## src/hdl/stp_pkg.sv

```systemverilog
// ----------------------------------------------------------------------------
// stp_pkg
// Shared types and constants for the short twister random number unit.
// ----------------------------------------------------------------------------
package stp_pkg;

  localparam logic [1:0] MODE_RESEED = 2'd0;
  localparam logic [1:0] MODE_XOR    = 2'd1;
  localparam logic [1:0] MODE_DRAW   = 2'd2;

  localparam logic [31:0] TWIST_XOR = 32'h9908_B0DF;
  localparam logic [31:0] SEED_MULT = 32'd1712438297;
  localparam logic [31:0] TEMPER_B  = 32'h9C4F_88E3;
  localparam logic [31:0] TEMPER_C  = 32'hE7F7_0000;
  localparam logic [31:0] HIGH_BIT  = 32'h8000_0000;
  localparam logic [31:0] LOW_BITS  = 32'h7FFF_FFFF;

  typedef enum logic [3:0] {
    ST_IDLE,
    ST_RS_W0,
    ST_RS_MUL,
    ST_RS_WR,
    ST_XO_RD,
    ST_XO_WR,
    ST_TW_R0,
    ST_TW_RN,
    ST_TW_RT,
    ST_TW_WR,
    ST_DR_RD,
    ST_DR_CAP
  } stp_state_t;

endpackage

```

## src/hdl/stp_ram.sv

```systemverilog
// ----------------------------------------------------------------------------
// stp_ram
// Generic RAM: one write port, one read port, registered read data.
// ----------------------------------------------------------------------------
module stp_ram #(
  parameter int WIDTH = 32,
  parameter int DEPTH = 64
) (
  input  logic                     clk,
  input  logic                     we,
  input  logic [$clog2(DEPTH)-1:0] waddr,
  input  logic [WIDTH-1:0]         wdata,
  input  logic                     re,
  input  logic [$clog2(DEPTH)-1:0] raddr,
  output logic [WIDTH-1:0]         rdata
);

  logic [WIDTH-1:0] mem_r [DEPTH];
  logic [WIDTH-1:0] rdata_r;

  always_ff @(posedge clk) begin
    if (we) begin
      mem_r[waddr] <= wdata;
    end
    if (re) begin
      rdata_r <= mem_r[raddr];
    end
  end

  assign rdata = rdata_r;

endmodule

```

## src/hdl/short_twister_prng_unit.sv

```systemverilog
// ----------------------------------------------------------------------------
// short_twister_prng_unit
// Shortened twister-style generator with state words held in a RAM.
// ----------------------------------------------------------------------------
// Input beat: in_mode selects reseed (in_value is the seed), xor (in_value
// is mixed into word in_word_index) or draw. Only a draw gives an output
// beat, out_random_word. Unused mode 3 and an xor index beyond the state
// are taken and dropped.
// One item is worked at a time; in_ready is high only while idle.
// Steps per item, all set by the single RAM read port and the sequencer:
//   reseed: write the seed to word 0, then per word one multiply, then one add and write.
//   xor:    read, modify, write.
//   draw:   read, then load the output register; the state twists first
//           when the read position has run out.
// The output register holds one finished word; while it is full and
// out_ready is low, a following draw waits before loading it, and in_ready
// stays low. Reset clears control state and sets the read position to the
// end, so the first draw after a reseed twists. State words are undefined
// until the first reseed.
// ----------------------------------------------------------------------------
module short_twister_prng_unit #(
  parameter int STATE_WORDS = 64,
  parameter int TAP_OFFSET  = 39
) (
  input  logic        clk,
  input  logic        rst_n,
  input  logic        in_valid,
  output logic        in_ready,
  input  logic [1:0]  in_mode,
  input  logic [5:0]  in_word_index,
  input  logic [31:0] in_value,
  output logic        out_valid,
  input  logic        out_ready,
  output logic [31:0] out_random_word
);

  localparam int AW      = $clog2(STATE_WORDS);
  localparam int PW      = $clog2(STATE_WORDS + 1);
  localparam int TAP_MOD = TAP_OFFSET % STATE_WORDS;
  localparam logic [AW-1:0] LAST_IDX   = AW'(STATE_WORDS - 1);
  localparam logic [PW-1:0] POS_END    = PW'(STATE_WORDS);
  localparam logic [AW:0]   WORDS_EXT  = (AW+1)'(STATE_WORDS);
  localparam logic [AW:0]   TAP_EXT    = (AW+1)'(TAP_MOD);

  stp_pkg::stp_state_t state_r, state_nxt;
  logic [AW-1:0] k_r, k_nxt;
  logic [PW-1:0] pos_r, pos_nxt;
  logic [31:0]   prev_r, prev_nxt;
  logic [31:0]   prod_r, prod_nxt;
  logic [31:0]   cur_r, cur_nxt;
  logic [31:0]   next_r, next_nxt;
  logic [5:0]    idx_r, idx_nxt;
  logic          out_valid_r, out_valid_nxt;
  logic [31:0]   out_word_r, out_word_nxt;

  logic          ram_we, ram_re;
  logic [AW-1:0] ram_waddr, ram_raddr;
  logic [31:0]   ram_wdata, ram_rdata;

  logic [AW:0]   tap_sum;
  logic [AW-1:0] tap_wrap;
  logic [AW-1:0] tap_addr;
  logic [31:0]   mult_lo;
  logic [31:0]   mixed;
  logic [31:0]   seed_word;
  logic [31:0]   twist_y;
  logic          odd_bit;
  logic [31:0]   twist_word;
  logic [31:0]   tempered;
  logic          idx_ok;
  logic          slot_free;

  function automatic logic [31:0] temper(input logic [31:0] w);
    logic [31:0] y;
    y = w ^ (w >> 11);
    y = y ^ ((y << 7) & stp_pkg::TEMPER_B);
    y = y ^ ((y << 15) & stp_pkg::TEMPER_C);
    y = y ^ (y >> 18);
    return y;
  endfunction

  stp_ram #(
    .WIDTH(32),
    .DEPTH(STATE_WORDS)
  ) u_words (
    .clk  (clk),
    .we   (ram_we),
    .waddr(ram_waddr),
    .wdata(ram_wdata),
    .re   (ram_re),
    .raddr(ram_raddr),
    .rdata(ram_rdata)
  );

  assign tap_sum  = {1'b0, k_r} + TAP_EXT;
  assign tap_wrap = AW'(tap_sum - WORDS_EXT);
  assign tap_addr = (tap_sum >= WORDS_EXT) ? tap_wrap : tap_sum[AW-1:0];

  assign mixed      = prev_r ^ (prev_r >> 30);
  assign mult_lo    = mixed * stp_pkg::SEED_MULT;
  assign seed_word  = prod_r + 32'(k_r);

  assign twist_y    = (cur_r & stp_pkg::HIGH_BIT) | ((next_r & stp_pkg::LOW_BITS) >> 1);
  assign odd_bit    = (k_r == LAST_IDX) ? cur_r[0] : next_r[0];
  assign twist_word = ram_rdata ^ twist_y ^ (odd_bit ? stp_pkg::TWIST_XOR : 32'd0);

  assign tempered   = temper(ram_rdata);
  assign idx_ok     = ({26'd0, in_word_index} < 32'(STATE_WORDS));
  assign slot_free  = !out_valid_r || out_ready;

  always_ff @(posedge clk) begin
    if (!rst_n) begin
      state_r     <= stp_pkg::ST_IDLE;
      pos_r       <= POS_END;
      out_valid_r <= 1'b0;
    end else begin
      state_r     <= state_nxt;
      pos_r       <= pos_nxt;
      out_valid_r <= out_valid_nxt;
    end
  end

  always_ff @(posedge clk) begin
    k_r        <= k_nxt;
    prev_r     <= prev_nxt;
    prod_r     <= prod_nxt;
    cur_r      <= cur_nxt;
    next_r     <= next_nxt;
    idx_r      <= idx_nxt;
    out_word_r <= out_word_nxt;
  end

  always_comb begin
    state_nxt     = state_r;
    k_nxt         = k_r;
    pos_nxt       = pos_r;
    prev_nxt      = prev_r;
    prod_nxt      = prod_r;
    cur_nxt       = cur_r;
    next_nxt      = next_r;
    idx_nxt       = idx_r;
    out_valid_nxt = out_valid_r && !out_ready;
    out_word_nxt  = out_word_r;
    in_ready      = 1'b0;
    ram_we        = 1'b0;
    ram_waddr     = k_r;
    ram_wdata     = prev_r;
    ram_re        = 1'b0;
    ram_raddr     = k_r;

    case (state_r)
      stp_pkg::ST_IDLE: begin
        in_ready = 1'b1;
        if (in_valid) begin
          prev_nxt = in_value;
          idx_nxt  = in_word_index;
          case (in_mode)
            stp_pkg::MODE_RESEED: state_nxt = stp_pkg::ST_RS_W0;
            stp_pkg::MODE_XOR: begin
              if (idx_ok) begin
                state_nxt = stp_pkg::ST_XO_RD;
              end
            end
            stp_pkg::MODE_DRAW: begin
              if (pos_r == POS_END) begin
                state_nxt = stp_pkg::ST_TW_R0;
              end else begin
                state_nxt = stp_pkg::ST_DR_RD;
              end
            end
            default: state_nxt = stp_pkg::ST_IDLE;
          endcase
        end
      end

      stp_pkg::ST_RS_W0: begin
        ram_we    = 1'b1;
        ram_waddr = '0;
        ram_wdata = prev_r;
        k_nxt     = AW'(1);
        state_nxt = stp_pkg::ST_RS_MUL;
      end

      stp_pkg::ST_RS_MUL: begin
        prod_nxt  = mult_lo;
        state_nxt = stp_pkg::ST_RS_WR;
      end

      stp_pkg::ST_RS_WR: begin
        ram_we    = 1'b1;
        ram_waddr = k_r;
        ram_wdata = seed_word;
        prev_nxt  = seed_word;
        if (k_r == LAST_IDX) begin
          pos_nxt   = POS_END;
          state_nxt = stp_pkg::ST_IDLE;
        end else begin
          k_nxt     = k_r + AW'(1);
          state_nxt = stp_pkg::ST_RS_MUL;
        end
      end

      stp_pkg::ST_XO_RD: begin
        ram_re    = 1'b1;
        ram_raddr = AW'(idx_r);
        state_nxt = stp_pkg::ST_XO_WR;
      end

      stp_pkg::ST_XO_WR: begin
        ram_we    = 1'b1;
        ram_waddr = AW'(idx_r);
        ram_wdata = ram_rdata ^ prev_r;
        state_nxt = stp_pkg::ST_IDLE;
      end

      stp_pkg::ST_TW_R0: begin
        ram_re    = 1'b1;
        ram_raddr = '0;
        k_nxt     = '0;
        state_nxt = stp_pkg::ST_TW_RN;
      end

      stp_pkg::ST_TW_RN: begin
        if (k_r == '0) begin
          cur_nxt = ram_rdata;
        end
        ram_re    = 1'b1;
        ram_raddr = (k_r == LAST_IDX) ? '0 : k_r + AW'(1);
        state_nxt = stp_pkg::ST_TW_RT;
      end

      stp_pkg::ST_TW_RT: begin
        next_nxt  = ram_rdata;
        ram_re    = 1'b1;
        ram_raddr = tap_addr;
        state_nxt = stp_pkg::ST_TW_WR;
      end

      stp_pkg::ST_TW_WR: begin
        ram_we    = 1'b1;
        ram_waddr = k_r;
        ram_wdata = twist_word;
        cur_nxt   = next_r;
        if (k_r == LAST_IDX) begin
          pos_nxt   = '0;
          state_nxt = stp_pkg::ST_DR_RD;
        end else begin
          k_nxt     = k_r + AW'(1);
          state_nxt = stp_pkg::ST_TW_RN;
        end
      end

      stp_pkg::ST_DR_RD: begin
        ram_re    = 1'b1;
        ram_raddr = pos_r[AW-1:0];
        state_nxt = stp_pkg::ST_DR_CAP;
      end

      stp_pkg::ST_DR_CAP: begin
        if (slot_free) begin
          out_valid_nxt = 1'b1;
          out_word_nxt  = tempered;
          pos_nxt       = pos_r + PW'(1);
          state_nxt     = stp_pkg::ST_IDLE;
        end
      end

      default: state_nxt = stp_pkg::ST_IDLE;
    endcase
  end

  assign out_valid       = out_valid_r;
  assign out_random_word = out_word_r;

endmodule

```

## config.mk

```make
export PLATFORM = sky130hd
export DESIGN_NAME = short_twister_prng_unit
export DESIGN_NICKNAME = d
export VERILOG_FILES = /design/src/hdl/stp_pkg.sv /design/src/hdl/stp_ram.sv /design/src/hdl/short_twister_prng_unit.sv
export SDC_FILE = /design/constraint.sdc
export NUM_CORES = 2
export LEC_CHECK = 0
export BUFFER_PORTS_ARGS = -buffer_cell sky130_fd_sc_hd__buf_4
export CAP_MARGIN = 20
export CORE_ASPECT_RATIO = 2
export CORE_MARGIN = 2
export CORE_UTILIZATION = 30
export CTS_BUF_LIST = sky130_fd_sc_hd__clkbuf_4
export DETAILED_ROUTE_END_ITERATION = 12
export SYNTH_ARGS = -nofsm -noshare
export SYNTH_HDL_FRONTEND = slang
export SYNTH_SLANG_ARGS = --single-unit
```

## constraint.sdc

```tcl
create_clock -name clk -period 8 [get_ports clk]
set_input_delay 0.4 -clock clk [delete_from_list [all_inputs] [get_ports clk]]
set_output_delay 0.4 -clock clk [all_outputs]
set_load 0.005 [all_outputs]
```

==> results.json <==
{
  "fillers": 30300,
  "core_um2": 320000,
  "period_minus_slack_ps": 7250,
  "cts_root_buf": "clkbuf_4",
  "crit_path_start_kind": "register",
  "first_global_vias": 57200,
  "end_kind": "register",
  "port_buffers": 77,
  "synth-edff-count": 2222,
  "critPathMaxFanout": 11,
  "track_usage": 0.184,
  "drtIter0Drc": 5012,
  "grt_max_degree": 95,
  "cts.sinks": 2234,
  "cts-resized-gates": 0,
  "crit_arrival_ps": 8250,
  "ys_dominant_reg_cell": "edfxtp_1",
  "slew_viol_final": 0,
  "holdCritPathClass": "primary input to register",
  "synth_top_area_cell": "edfxtp_1",
  "cts_setup_buffers": 0,
  "yosys.area.top_type_share": 0.691,
  "fin_crit_sh": 0.906,
  "syn_inst": 5413,
  "cts_tree": "yes",
  "clk_latency_ps": 1350,
  "clock.fmax_ghz": 0.138,
  "tns_ps": 0,
  "wl_um": 305000,
  "cts_buffer_depth": 4,
  "io_pins": 78,
  "viasPerCell": 5.09,
  "synth_seq_cells": 2234,
  "worst_pin_slew_ps": 1250,
  "detail_route.first_pass.iterations": 7,
  "synth_most_common_cell": "edfxtp_1",
  "critical_path_required_ps": 9000,
  "fin_worst_skew_ps": 153,
  "crit_type": "register to register",
  "max-cap-violations": 0,
  "rows": 294,
  "outcome": "completed",
  "syn2layout_area_growth_pct": 14.6,
  "synthArstFlopShare": 0,
  "cts_hold_buf": 82,
  "grt_pass1_wl_um": 424000,
  "die_h_um": 806,
  "antenna_found_initial": 17,
  "die_area_um2": 326000,
  "setup_viol": 0,
  "syn_nets": 5824,
  "gp_congestion": 0.932,
  "hold_viol_final": 0,
  "drive_gt1_frac": 0.251,
  "vias": 54300,
  "num-nets-final": 6438,
  "synth_area_um2": 96500,
  "yosysWarningCount": 0,
  "grt_setup_unrepaired": "false",
  "drc": 0,
  "clk_pin_slew_worst_paths_ps": 90,
  "die_width_um": 405,
  "synth_area_leaders": "edfxtp_1, mux4_2, fa_1, ha_1, mux2i_1",
  "start_util": 0.301,
  "grt-ovfl-total": 0,
  "wl_per_cell_um": 28.6,
  "yosysUniqueCellTypes": 86,
  "cts_buffers": 454,
  "ant_nets": 0,
  "relSlewSlack": 0.164,
  "yosys-top-cells-count": "edfxtp_1, nand2_1, mux4_2, inv_1, ha_1",
  "h-tree-depth": 5,
  "dp_hpwl_um": 196000,
  "postSynthAreaPerCell_um2": 17.8,
  "synth_seq_area_share": 0.694
}
-- cells by family after synthesis --
kind of cell,after synthesis,share of synthesized area
xor gates and xnor gates,201,0.0182
adders and majority gates,367,0.0588
DFF,2234,0.694
buffers and inverters,539,0.0268
muxes,644,0.126
AOI/OAI and AO/OA,448,0.0318
and+or+nand+nor,980,0.0447
-- cells in the final DEF, fill, tap and decap left out, types with 11 or more instances in the layout --
cell,netlist,final
edfxtp_1,2222,2222
clkbuf_4,0,614
nand2_1,473,473
mux4_2,455,455
buf_4,34,293
inv_1,292,292
ha_1,223,223
mux2i_1,189,183
xnor2_1,144,144
fa_1,144,144
nand3_1,140,140
nor2_1,187,119
clkinv_1,0,100
dlygate4sd3_1,0,82
a21oi_1,78,73
nor2_4,1,67
o21ai_0,81,62
xor2_1,57,57
o22ai_1,54,49
nor3_1,52,48
clkinv_2,0,36
a22oi_1,33,33
diode_2,0,28
nand4_1,23,23
buf_12,7,23
a31oi_1,23,21
a221oi_1,21,21
and3_1,20,20
a21o_1,16,16
a211oi_1,15,15
o21ai_4,0,14
nor4_1,12,12
o221ai_1,14,12
bufinv_16,0,12
dfxtp_1,12,12
nor2b_1,11,11
or3_1,11,11
-- state kept, by name, summed over array words and instances, names as in the netlist --
signal,cells
out_valid,1
prev_r,32
next_r,32
idx_r,6
u_words.mem_r,2048
cur_r,2
out_random_word,32
k_r,6
pos_r,7
prod_r,32
u_words.rdata,32
state_r,4
-- worst paths after layout --
check	start	slack (ps)	depth (start not counted)	end
max	prev_r[31]	750	26	prod_r[31]
min	in_value[6]	120	4	prev_r[6]
max reg2reg	prev_r[31]	750	26	prod_r[31]
min reg2reg	next_r[31]	510	2	cur_r[31]
-- layout make-up --
cell class	instances	area (um^2)	share of cell area
sequential	2234	67000	0.606
multi-input combinational	2640	27900	0.252
tap	4292	5370	0.0486
clock buffer	612	4590	0.0416
timing repair buffer	404	3540	0.0320
inverter	293	1100	0.00995
clock inverter	163	1040	0.00937
antenna	28	70.1	0.000634
-- metrics by stage --
step                      hold slack, ps  cells  setup WS (ps)  utilization  cell area [um^2]
after global routing                 137  10700            426        0.345            111000
after CTS                           1.44  10600            720        0.345            110000
after detailed placement             487   9774            808        0.324            104000
after global placement               471   9771            726        0.324            104000
final                                119  10700            751        0.345            111000
after floorplan                      424   5413           1470            -             96500
-- worst max-delay path, stage by stage, from the launching register on --
cell and delay (ps):
edfxtp_1 490, xor2_1 200, buf_4 310, inv_1 90
fa_1 370, inv_1 120, ha_1 170, ha_1 130
inv_1 50, fa_1 510, inv_1 50, fa_1 450
ha_1 210, fa_1 500, inv_1 50, fa_1 470
inv_1 40, ha_1 360, a21o_1 200, a211o_1 290
o22ai_1 130, o41ai_1 190, a41o_1 370, o41a_1 420
a211oi_1 460, a21oi_1 170, xnor2_1 150
-- routing by layer --
layer	global-route usage	vias up	wire length (um)	part of all wire
li1	-	22600	-	-
met1	0.176	28500	94500	0.31
met2	0.341	2360	164000	0.54
met3	0.0274	752	16900	0.055
met4	0.162	6	30100	0.099
met5	0	-	37	0.00012
Power is left out: the tool's default activity adds up to more than one toggle a clock period on the data nets, which glitch-free logic cannot reach.
